**src/rtl/tlpt_pkg.sv**
```systemverilog
// Shared types and constants for the two-level page table mapper.
// Used by the channel interfaces, the controller, the datapath and the top level.
package tlpt_pkg;

  localparam int unsigned ADDR_W            = 32;
  localparam int unsigned FLAG_W            = 12;
  localparam int unsigned FNUM_W            = 20;
  localparam int unsigned ENTRIES_PER_TABLE = 1024;
  localparam int unsigned IDX_W             = $clog2(ENTRIES_PER_TABLE);
  localparam int unsigned NUM_FRAMES_DEF    = 64;
  localparam int unsigned BASE_FRAME_DEF    = 262144;
  localparam int unsigned CFG_IDX_W         = 1;

  localparam logic [ADDR_W-1:0] ADDR_MASK = 32'hFFFF_F000;

  localparam logic [CFG_IDX_W-1:0] CFG_USER_RW   = 1'b0;
  localparam logic [CFG_IDX_W-1:0] CFG_KERNEL_RW = 1'b1;

  localparam logic [FLAG_W-1:0] USER_RW_RST   = 12'd7;
  localparam logic [FLAG_W-1:0] KERNEL_RW_RST = 12'd3;

  typedef enum logic [1:0] {
    CMD_MAP   = 2'd0,
    CMD_UNMAP = 2'd1,
    CMD_XLATE = 2'd2,
    CMD_SETFL = 2'd3
  } cmd_t;

  typedef enum logic [1:0] {
    ST_OK       = 2'd0,
    ST_NO_TABLE = 2'd1,
    ST_NO_FRAME = 2'd2,
    ST_OUT_POOL = 2'd3
  } status_t;

  typedef enum logic [1:0] {
    RD_IN,
    RD_DIR,
    RD_TBL
  } rd_sel_t;

  typedef enum logic [2:0] {
    WR_NONE,
    WR_INIT,
    WR_CLR,
    WR_DIR_NEW,
    WR_DIR_FLAGS,
    WR_ENT
  } wr_sel_t;

  typedef struct packed {
    logic    latch;
    rd_sel_t rd_sel;
    wr_sel_t wr_sel;
    logic    t_load;
    logic    t_take;
    logic    take;
    logic    push;
    logic    sweep_clr;
    logic    sweep_inc;
    logic    out_load;
    status_t out_status;
  } dp_cmd_t;

  typedef struct packed {
    cmd_t cmd;
    logic is_make;
    logic dflags_nz;
    logic dir_zero;
    logic frame_out;
    logic ent_bad;
    logic take_ok;
    logic out_free;
    logic init_done;
    logic clr_done;
  } dp_stat_t;

endpackage

```
**src/rtl/tlpt_ctrl.sv**
```systemverilog
// Controller for the page table mapper: sequences the clearing pass, the
// directory and table accesses. Depends on tlpt_pkg; drives tlpt_dp.
module tlpt_ctrl import tlpt_pkg::*; (
  input  logic     clk,
  input  logic     rst_n,
  input  logic     in_valid,
  output logic     in_ready,
  input  dp_stat_t stat,
  output dp_cmd_t  ctl
);

  typedef enum logic [2:0] {
    S_INIT,
    S_IDLE,
    S_DIR,
    S_CLR,
    S_DIR_WR,
    S_TBL_RD,
    S_TBL
  } state_t;

  state_t state_r, state_nxt;
  logic   ready_r, ready_nxt;

  always_comb begin
    ctl            = '0;
    ctl.rd_sel     = RD_IN;
    ctl.wr_sel     = WR_NONE;
    ctl.out_status = ST_OK;
    state_nxt      = state_r;
    case (state_r)
      S_INIT: begin
        ctl.wr_sel    = WR_INIT;
        ctl.sweep_inc = 1'b1;
        if (stat.init_done) state_nxt = S_IDLE;
      end
      S_IDLE: begin
        ctl.rd_sel = RD_IN;
        if (in_valid && ready_r) begin
          ctl.latch = 1'b1;
          state_nxt = S_DIR;
        end
      end
      S_DIR: begin
        // hold the directory read so the entry stays put while the output stalls
        ctl.rd_sel = RD_DIR;
        if (stat.dir_zero) begin
          if (stat.is_make && stat.take_ok) begin
            ctl.t_load    = 1'b1;
            ctl.t_take    = 1'b1;
            ctl.take      = 1'b1;
            ctl.sweep_clr = 1'b1;
            state_nxt     = S_CLR;
          end else if (stat.out_free) begin
            ctl.out_load   = 1'b1;
            ctl.out_status = stat.is_make ? ST_NO_FRAME : ST_NO_TABLE;
            state_nxt      = S_IDLE;
          end
        end else if (stat.frame_out) begin
          if (stat.out_free) begin
            ctl.out_load   = 1'b1;
            ctl.out_status = ST_OUT_POOL;
            state_nxt      = S_IDLE;
          end
        end else begin
          ctl.t_load = 1'b1;
          if (stat.is_make && stat.dflags_nz) ctl.wr_sel = WR_DIR_FLAGS;
          state_nxt = S_TBL_RD;
        end
      end
      S_CLR: begin
        ctl.wr_sel    = WR_CLR;
        ctl.sweep_inc = 1'b1;
        if (stat.clr_done) state_nxt = S_DIR_WR;
      end
      S_DIR_WR: begin
        ctl.wr_sel = WR_DIR_NEW;
        state_nxt  = S_TBL_RD;
      end
      S_TBL_RD: begin
        ctl.rd_sel = RD_TBL;
        state_nxt  = S_TBL;
      end
      S_TBL: begin
        ctl.rd_sel = RD_TBL;
        if (stat.out_free) begin
          ctl.out_load = 1'b1;
          state_nxt    = S_IDLE;
          case (stat.cmd)
            CMD_MAP: begin
              if (stat.take_ok) begin
                ctl.take   = 1'b1;
                ctl.wr_sel = WR_ENT;
              end else begin
                ctl.out_status = ST_NO_FRAME;
              end
            end
            CMD_UNMAP: begin
              if (stat.ent_bad) begin
                ctl.out_status = ST_OUT_POOL;
              end else begin
                ctl.push   = 1'b1;
                ctl.wr_sel = WR_ENT;
              end
            end
            CMD_SETFL: ctl.wr_sel = WR_ENT;
            default:   ctl.wr_sel = WR_NONE;
          endcase
        end
      end
      default: state_nxt = S_INIT;
    endcase
    ready_nxt = (state_nxt == S_IDLE);
  end

  always_ff @(posedge clk) begin
    if (!rst_n) begin
      state_r <= S_INIT;
      ready_r <= 1'b0;
    end else begin
      state_r <= state_nxt;
      ready_r <= ready_nxt;
    end
  end

  assign in_ready = ready_r;

`ifndef NO_ASSERTIONS
  a_ready_idle: assert property (@(posedge clk) disable iff (!rst_n)
    ready_r |-> state_r == S_IDLE) else $error("ready outside idle");
  a_take_guard: assert property (@(posedge clk) disable iff (!rst_n)
    ctl.take |-> stat.take_ok) else $error("frame taken from empty pool");
  a_load_free: assert property (@(posedge clk) disable iff (!rst_n)
    ctl.out_load |-> stat.out_free) else $error("result overwritten");
`endif

endmodule

```
**config.mk**
```make
export PLATFORM = sky130hd
export DESIGN_NAME = tlpt_ctrl
export DESIGN_NICKNAME = d
export VERILOG_FILES = /design/src/rtl/tlpt_pkg.sv /design/src/rtl/tlpt_ctrl.sv
export SDC_FILE = /design/constraint.sdc
export NUM_CORES = 1
export LEC_CHECK = 0
export BUFFER_PORTS_ARGS = -buffer_cell sky130_fd_sc_hd__buf_2
export CELL_PAD_IN_SITES_DETAIL_PLACEMENT = 0
export CELL_PAD_IN_SITES_GLOBAL_PLACEMENT = 1
export CORE_MARGIN = 1
export CORE_UTILIZATION = 31
export CTS_CLUSTER_SIZE = 25
export DETAILED_ROUTE_END_ITERATION = 16
export PLACE_DENSITY = 0.9
export SLEW_MARGIN = 25
export SYNTH_ARGS = -nofsm -noshare
export SYNTH_HDL_FRONTEND = slang
export SYNTH_SLANG_ARGS = --single-unit
```
**constraint.sdc**
```tcl
create_clock -name clk -period 3.7 [get_ports clk]
set_input_delay 0.74 -clock clk [delete_from_list [all_inputs] [get_ports clk]]
set_output_delay 0.74 -clock clk [all_outputs]
set_load 0.005 [all_outputs]
```
==> flow_metrics.py <==
metrics = {
    "run_status": {
        "status": "finished, final reports clean",
    },
    "critical_path": {
        "end_kind": "output pin",
        "r2r_end": "in_ready",
        "worstPathArrival_ns": 1.74,
        "slowest_delay_ns": 0.63,
        "crit_chain": "nand4b_2 -> or2_4 -> nor3b_2 -> buf_2",
        "crit_fanout": 15,
        "reg2reg_slack_ns": 2.09,
        "critical_path_class": "register to output pin",
        "r2r_cells": 4,
        "start_kind": "register",
        "slowest_stage": "dfxtp_1",
        "rr_startpoint": "state_r[1]",
        "cp.required_ns": 2.96,
        "critPathLaunch": "state_r[2]",
    },
    "timing": {
        "rsz0062_at_grt": "no",
        "fin_crit_sh": 0.6694,
        "tightest_slew_ns": 0.5367,
        "fmax_ghz": 0.4037,
        "finalCriticalPeriod_ns": 2.477,
        "hold_viol_final": 0,
        "slew_violations": 0,
        "finClkSkew_ns": 0.001218,
        "relSlewSlack": 0.6417,
        "tns_ns": 0,
        "report.final.setup_viol": 0,
    },
    "worst_hold_path": {
        "hp-start": "rst_n",
        "hold_depth": 3,
        "hold_class": "input port to register",
        "holdPathEnd": "state_r[0]",
    },
    "routing": {
        "first_iter_violations": 6,
        "wl_um": 1418,
        "vias": 617,
        "ant_nets": 0,
        "vias_per_cell": 4.976,
        "drt_first_pass_iters": 4,
        "wire_per_inst_um": 11.44,
        "drc": 0,
    },
    "cts": {
        "clk_latency_ns": 0.24,
        "path_clk_slew_ns": 0.04,
        "clock-sinks": 4,
        "cts_buffer_depth": 2,
        "numCtsBuffers": 3,
        "root_buffer": "clkbuf_4",
        "cts_tree": "built",
        "cts_setup_buffers": 0,
        "cts_max_level": 1,
        "post_cts_resized": 0,
        "cts_hold_buf": 0,
    },
    "die": {
        "die-area_sq_um": 1961,
        "io_pins": 30,
        "die_y_um": 44.29,
        "core_sq_um": 1594,
        "rows": 14,
        "dieWidth_um": 44.29,
        "initial_core_util": 0.3477,
    },
    "yosys": {
        "synth-simple-area-share": 0.4582,
        "synth.most_common_cell": "nand2_1",
        "yosysUniqueCellTypes": 38,
        "synthMuxAreaShare": 0.01806,
        "synth_top_family_by_area": "simple AND/OR/NAND/NOR gates",
        "yosysWarnings": 0,
        "synth-seq-cells": 4,
        "synth_edf_count": 0,
        "yosysTopAreaCell": "dfxtp_1",
        "synth_fa_ha_area_frac": 0,
        "yosysSeqAreaShare": 0.1445,
        "synth_flop_cell": "dfxtp_1",
        "yosysTopAreaCellShare": 0.1445,
        "synth_area_leaders": "dfxtp_1 (14%), nor2b_1 (4.5%), o31ai_2 (4.5%), buf_4 (4.1%), nand2_1 (4.1%)",
        "yosys.area_share.xor_xnor": 0.01580,
        "synth_area_per_cell_sq_um": 7.593,
        "syn_nets": 87,
        "syn_area_sq_um": 554.3,
        "synthArstFlopShare": 0,
        "synthCells": 73,
        "synth_compound_area_frac": 0.2596,
    },
    "layout": {
        "final_nets": 116,
        "area_growth_pct": 28.67,
        "fillers": 176,
        "n_antenna_cell": 0,
        "final_util": 0.4474,
        "multi_input_area_sq_um": 416.7,
        "layout-drive-gt1-share": 0.4200,
        "seq_area_sq_um": 80.08,
    },
    "global_routing": {
        "grt_pass1_wl_um": 2277,
        "antenna_found_initial": 0,
        "grt_use_total": 0.1564,
        "grt_max_degree": 16,
        "grt_pass1_vias": 550,
        "grt.overflow.total": 0,
    },
    "place": {
        "gp_congestion": 0.7778,
        "dp_hpwl_um": 1127,
        "port_buffers": 29,
    },
    "run": {
        "max_cap_viol_count": 0,
    },
    "power": {
        "powerDensity_nw_per_um2": 216.8,
        "power_leakage_nw": 0.3593,
        "ir_drop_mv": 0.1260,
    },
}
-- flip-flops by register name (all words and copies together), names as in the netlist --
| signal | flops |
|---|---|
| state_r | 3 |
| in_ready | 1 |
-- cells by family (layout without fill, tap and decap cells) --
family,count (synthesis),after routing
buf+inv,10,37
compound gates,19,19
xor+xnor,1,1
flops,4,4
simple gates,38,38
mux,1,1
-- metal layers --
layer | GRT usage | vias up | part of all wire
li1 | - | 322 | -
met1 | 0.2005 | 278 | 0.47
met2 | 0.2559 | 17 | 0.49
met3 | 0.02449 | 0 | 0.037
met4 | 0.07273 | 0 | 0
met5 | 0 | - | 0
-- layout make-up --
cell class	count	area share
multi-input combinational	59	0.5842
clock buffer	3	0.03158
sequential	4	0.1123
tap	24	0.04211
inverter	5	0.02632
timing repair buffer	29	0.2035
-- report_power, final --
part           switching [W]   total, W  internal, W
Sequential        0.00000743  0.0000538    0.0000464
Combinational      0.0000235  0.0000462    0.0000227
Clock              0.0000183  0.0000546    0.0000363
Total              0.0000492   0.000155     0.000105
-- per-stage QoR --
step / setup slack (ns) / instance area, sq um / hold slack, ns / instances / total power, W
3_3_place_gp: 1.277 / 690.7 / 0.7931 / 121 / 0.0001000
5_1_grt: 1.079 / 713.2 / 0.8597 / 124 / 0.0001665
2_1_floorplan: 1.498 / 554.3 / 0.7018 / 73 / 0.00008250
4_1_cts: 1.197 / 713.2 / 0.8232 / 124 / 0.0001572
6_report: 1.223 / 713.2 / 0.8221 / 124 / 0.0001546
3_5_place_dp: 1.228 / 690.7 / 0.8059 / 121 / 0.0001008
-- worst max-delay path by stage --
stage / to / slack, ns / depth (start not counted)
6_report: ctl[5] / 1.22 / 4
5_1_grt: ctl[5] / 1.08 / 4
4_1_cts: ctl[5] / 1.20 / 4
3_5_place_dp: ctl[9] / 1.23 / 6
3_3_place_gp: ctl[9] / 1.28 / 5
2_1_floorplan: ctl[9] / 1.50 / 3
-- critical path: cells and delay by family, from the launching register on --
kind,cells,cell delay [ns]
buffers and inverters,1,0.14
DFF,1,0.63
and+or+nand+nor,3,0.74
-- placed cells by master, fill, tap and decap left out, types with 2 or more instances in the layout --
master     n
buf_2     29
nand2_1    6
inv_1      4
nor2b_1    4
nand3_1    4
o21ai_0    4
dfxtp_1    4
a21oi_1    3
nor2_1     3
and2_1     3
nand2b_1   3
clkbuf_4   3
a31oi_1    2
o22ai_1    2
or3_1      2
o31ai_2    2
nor3_1     2
No activity file was read; power rests on OpenSTA's default activity.
